[src/rtl/gcsa_pkg.sv]
// ----------------------------------------------------------------------------
// gcsa_pkg
// Shared constants, codes and types of the glyph cache shelf atlas allocator.
// ----------------------------------------------------------------------------
package gcsa_pkg;

	localparam int ATLAS_DIM     = 512;
	localparam int CACHE_ENTRIES = 256;

	localparam int CODE_W = 11;
	localparam int POS_W  = 9;
	localparam int SIZE_W = 8;
	localparam int IDX_W  = $clog2(CACHE_ENTRIES);
	// cursor holds values up to ATLAS_DIM itself
	localparam int CUR_W  = $clog2(ATLAS_DIM) + 1;
	localparam int SUM_W  = ((CUR_W > SIZE_W + 1) ? CUR_W : SIZE_W + 1) + 1;

	localparam int IN_TDATA_W  = 32;
	localparam int OUT_TDATA_W = 40;

	localparam logic [IDX_W-1:0] FOLD_CODE = IDX_W'(63);

	localparam logic [1:0] STATUS_ABSENT  = 2'd0;
	localparam logic [1:0] STATUS_IMAGE   = 2'd1;
	localparam logic [1:0] STATUS_NOIMAGE = 2'd2;

	typedef enum logic [1:0] {
		KIND_UNLOADED = 2'd0,
		KIND_IMAGE    = 2'd1,
		KIND_NOIMAGE  = 2'd2,
		KIND_ABSENT   = 2'd3
	} kind_t;

	typedef struct packed {
		kind_t              kind;
		logic [POS_W-1:0]   x;
		logic [POS_W-1:0]   y;
		logic [SIZE_W-1:0]  w;
		logic [SIZE_W-1:0]  h;
	} entry_t;

	typedef struct packed {
		logic latch;
		logic rd;
		logic commit;
	} cmd_t;

	typedef struct packed {
		logic out_free;
	} status_t;

endpackage

[src/rtl/gcsa_ctrl.sv]
// ----------------------------------------------------------------------------
// gcsa_ctrl
// Request sequencer: accept, cache read, evaluate and commit.
// ----------------------------------------------------------------------------
module gcsa_ctrl (
	input  logic             clk,
	input  logic             arst_n,
	input  logic             s_axis_tvalid,
	output logic             s_axis_tready,
	input  gcsa_pkg::status_t status,
	output gcsa_pkg::cmd_t    cmd
);
	import gcsa_pkg::*;

	typedef enum logic [1:0] {
		ST_IDLE,
		ST_READ,
		ST_EVAL
	} state_t;

	state_t state_q;
	logic   tready_q;
	logic   accept;

	assign s_axis_tready = tready_q;
	assign accept        = s_axis_tvalid && tready_q;

	assign cmd.latch  = accept;
	assign cmd.rd     = (state_q == ST_READ);
	assign cmd.commit = (state_q == ST_EVAL) && status.out_free;

	always_ff @(posedge clk or negedge arst_n) begin
		if (!arst_n) begin
			state_q  <= ST_IDLE;
			tready_q <= 1'b1;
		end else begin
			unique case (state_q)
				ST_IDLE: begin
					if (accept) begin
						state_q  <= ST_READ;
						tready_q <= 1'b0;
					end
				end
				ST_READ: begin
					state_q <= ST_EVAL;
				end
				ST_EVAL: begin
					// hold until the result register can take the beat
					if (status.out_free) begin
						state_q  <= ST_IDLE;
						tready_q <= 1'b1;
					end
				end
				default: begin
					state_q  <= ST_IDLE;
					tready_q <= 1'b1;
				end
			endcase
		end
	end

endmodule

[config.mk]
export PLATFORM = sky130hd
export DESIGN_NAME = gcsa_ctrl
export DESIGN_NICKNAME = d
export VERILOG_FILES = /design/src/rtl/gcsa_pkg.sv /design/src/rtl/gcsa_ctrl.sv
export SDC_FILE = /design/constraint.sdc
export NUM_CORES = 1
export LEC_CHECK = 0
export BUFFER_PORTS_ARGS = -buffer_cell sky130_fd_sc_hd__buf_2
export CORE_AREA = 10 10 47 49
export CTS_BUF_LIST = sky130_fd_sc_hd__clkbuf_8
export DETAILED_ROUTE_END_ITERATION = 16
export DIE_AREA = 0 0 57 59
export HOLD_SLACK_MARGIN = 0.08
export SLEW_MARGIN = 10
export SYNTH_ARGS = -nofsm -noshare
export SYNTH_HDL_FRONTEND = slang
export SYNTH_SLANG_ARGS = --single-unit
[constraint.sdc]
create_clock -name clk -period 2.5 [get_ports clk]
set_input_delay 0.25 -clock clk [delete_from_list [all_inputs] [get_ports clk]]
set_output_delay 0.25 -clock clk [all_outputs]
set_load 0.005 [all_outputs]
==> metrics <==
Post-CTS Setup Bufs=0; Crit path max-delay family=flip-flops; GR Util All Layers=2.723%; post-synth cell types=12; PD cells=759.4 mW/mm^2; synthesized area=147.6 sq um; Avg WL per Cell=9.171 um; clk sinks=3; area grow syn2layout=69.49%; Post-synth top flop=dfrtp_1; H-tree Lvls=1; Req. time, crit path=2.25 ns; CTS Buf Count=3; Die Wd=57 um; Post-synth top cells=dfrtp_1 (2), nor2_1 (2); Critical Path, Cell by Cell=and2_2 > buf_2; clock power share=71.2%; gp weighted congestion=0.6325; CP bufs+invs=1; FF+latch count, synth=3; final setup violation count=0; Final Hold Fails=0; Min Hold Slack=0.3079 ns; post-synth top area cell=dfrtp_1; Chip Height=59 um; I/O pin cnt=8; CP Launch Type=flop; PortBufs=7; Layout fillers=166; clock skew=0.0008305 ns; status=completed; largest net degree at the start of global routing=7; crit share post-route=49.63%; # DRC=0; Final min period=1.241 ns; warning count from the yosys run=0; Int Pwr=0.1566 mW; layout cell share with drive strength beyond 1=52.00%; Net Sw Power=0.03339 mW; Fmax=806.0 MHz; IR drop worst, VDD=0.1266 mV; combinational power share=3.0%; Remaining Overflow, GRT=0; asr flop ratio synth=100.0%; antenna viol nets, final=0; WL final=376 um; worst hold path type=primary input to flop; CP arrival=0.99 ns; number of diodes=0; Pwr Total=0.1900 mW; area of the core=0.001401 sq mm; CTS tree=yes; crit-path max cell delay=0.53 ns; vias per cell=3.220; pre-CTS WS=1.479 ns; Clock transition at path regs=0.03 ns; Root Driver=clkbuf_8; Worst Path Max Fanout=4; Synth top area share=33.90%; TritonRoute pass-1 iters=1; initial antenna violation count=0; first-pass GRT wire length=621 um; CP endpoint kind=output port; num rows=14; Clock Latency Late Sink=0.21 ns; Sum Neg Setup Slack=0 ns; sequential element share of the synthesized area=51.69%; Post-Syn Area per Cell=10.55 sq um; unrepaired setup endpoints after global routing=no; Syn Inst Count=14; DR vias=132; CP max stage cell=dfstp_2; Worst-Margin Slew=0.1797 ns; nets=30; die area=0.003363 sq mm; effective utilization at floorplan=10.54%; Syn Nets=18; vias in the first global route=152; switch share=17.57%; slew margin rel.=87.99%; largest cells by area after synthesis=dfrtp_1 (34%), dfstp_2 (18%), and3b_1 (5.9%); worst setup slack after layout=1.259 ns; EDFF count, synth=0; Max Cap Viol=0; Reg power frac=25.8%; Final Max Tran Viols=0; critical path type=flop to output port; LEAKAGE=0.1414 nW; Initial DRC Count=0; Max clock buf depth=2
worst register-to-register path, delay by kind of cell, from the launching register on:
kind,cells,cell delay [ns]
flops,1,0.53
simple gates,2,0.33
kinds of logic after synthesis:
kind of cell | share of synthesized area [%]
AOI/OAI and AO/OA | 8.473
and+or+nand+nor | 34.75
buffers and inverters | 5.087
DFF | 51.70
flip-flops by register name, summed over array words and instances (netlist names):
register and count:
s_axis_tready 1, state_q 2
final cells by class:
cell class | count | area [sq um] | area share [%]
Clock inverter | 1 | 3.754 | 1.500
Clock buffer | 3 | 41.29 | 16.50
Timing Repair Buffer | 8 | 45.04 | 18.00
Multi-Input combinational cell | 10 | 63.81 | 25.50
Sequential cell | 3 | 76.32 | 30.50
Tap cell | 16 | 20.02 | 8.000
through the flow:
| step | utilization (%) | cells | area (sq um) |
|---|---|---|---|
| 4_1_cts | 17.86 | 41 | 250.2 |
| 3_5_place_dp | 13.93 | 36 | 195.2 |
| 2_1_floorplan | - | 14 | 147.6 |
| 6_report | 17.86 | 41 | 250.2 |
| 3_3_place_gp | 13.93 | 36 | 195.2 |
| 5_1_grt | 17.86 | 41 | 250.2 |
power by group through the flow:
stage	sequential (mW)	combinational, mW	clock [mW]
after floorplan	0.0495	0.00107	0
after global placement	0.0495	0.00446	0
after detailed placement	0.0495	0.00463	0
after CTS	0.0490	0.00588	0.140
after global routing	0.0489	0.00677	0.144
final	0.0490	0.00574	0.135
final timing paths:
| kind | from | to | slack (ns) | depth (start not counted) |
|---|---|---|---|---|
| worst max-delay path | s_axis_tready | cmd[2] | 1.26 | 2 |
| worst min register to register | state_q[0] | state_q[0] | 0.51 | 1 |
| max in group asynchronous | arst_n | s_axis_tready | 1.95 | 2 |
| worst min-delay path | status | s_axis_tready | 0.31 | 3 |
| min in group asynchronous | arst_n | state_q[0] | 0.36 | 2 |
| worst max register to register | s_axis_tready | state_q[0] | 1.55 | 2 |
metal layers:
metal | share of wire [%] | global-route usage, % | wire length [um]
met1 | 37 | 1.900 | 139
met2 | 46 | 3.101 | 172
met3 | 17 | 3.219 | 65
met4 | 0 | 4.027 | 0
met5 | 0 | 0 | 0
layout by cell type, fill, tap and decap left out, drive strengths merged:
master and instances:
dfrtp 2, clkbuf 3, dlygate4sd3 1, a21o 1, nand2b 1, nor2b 1, nor3 1, and2 1
and3b 1, nor3b 1, a21oi 1, inv 1, nor2 2, dfstp 1, buf 7
what timing repair did:
action	CTS	global route
hold buffers	1	0
gates resized for setup	0	0
setup endpoints to repair	0	0
hold endpoints to repair	3	0
Note: power is estimated with default switching activity, not from simulation.
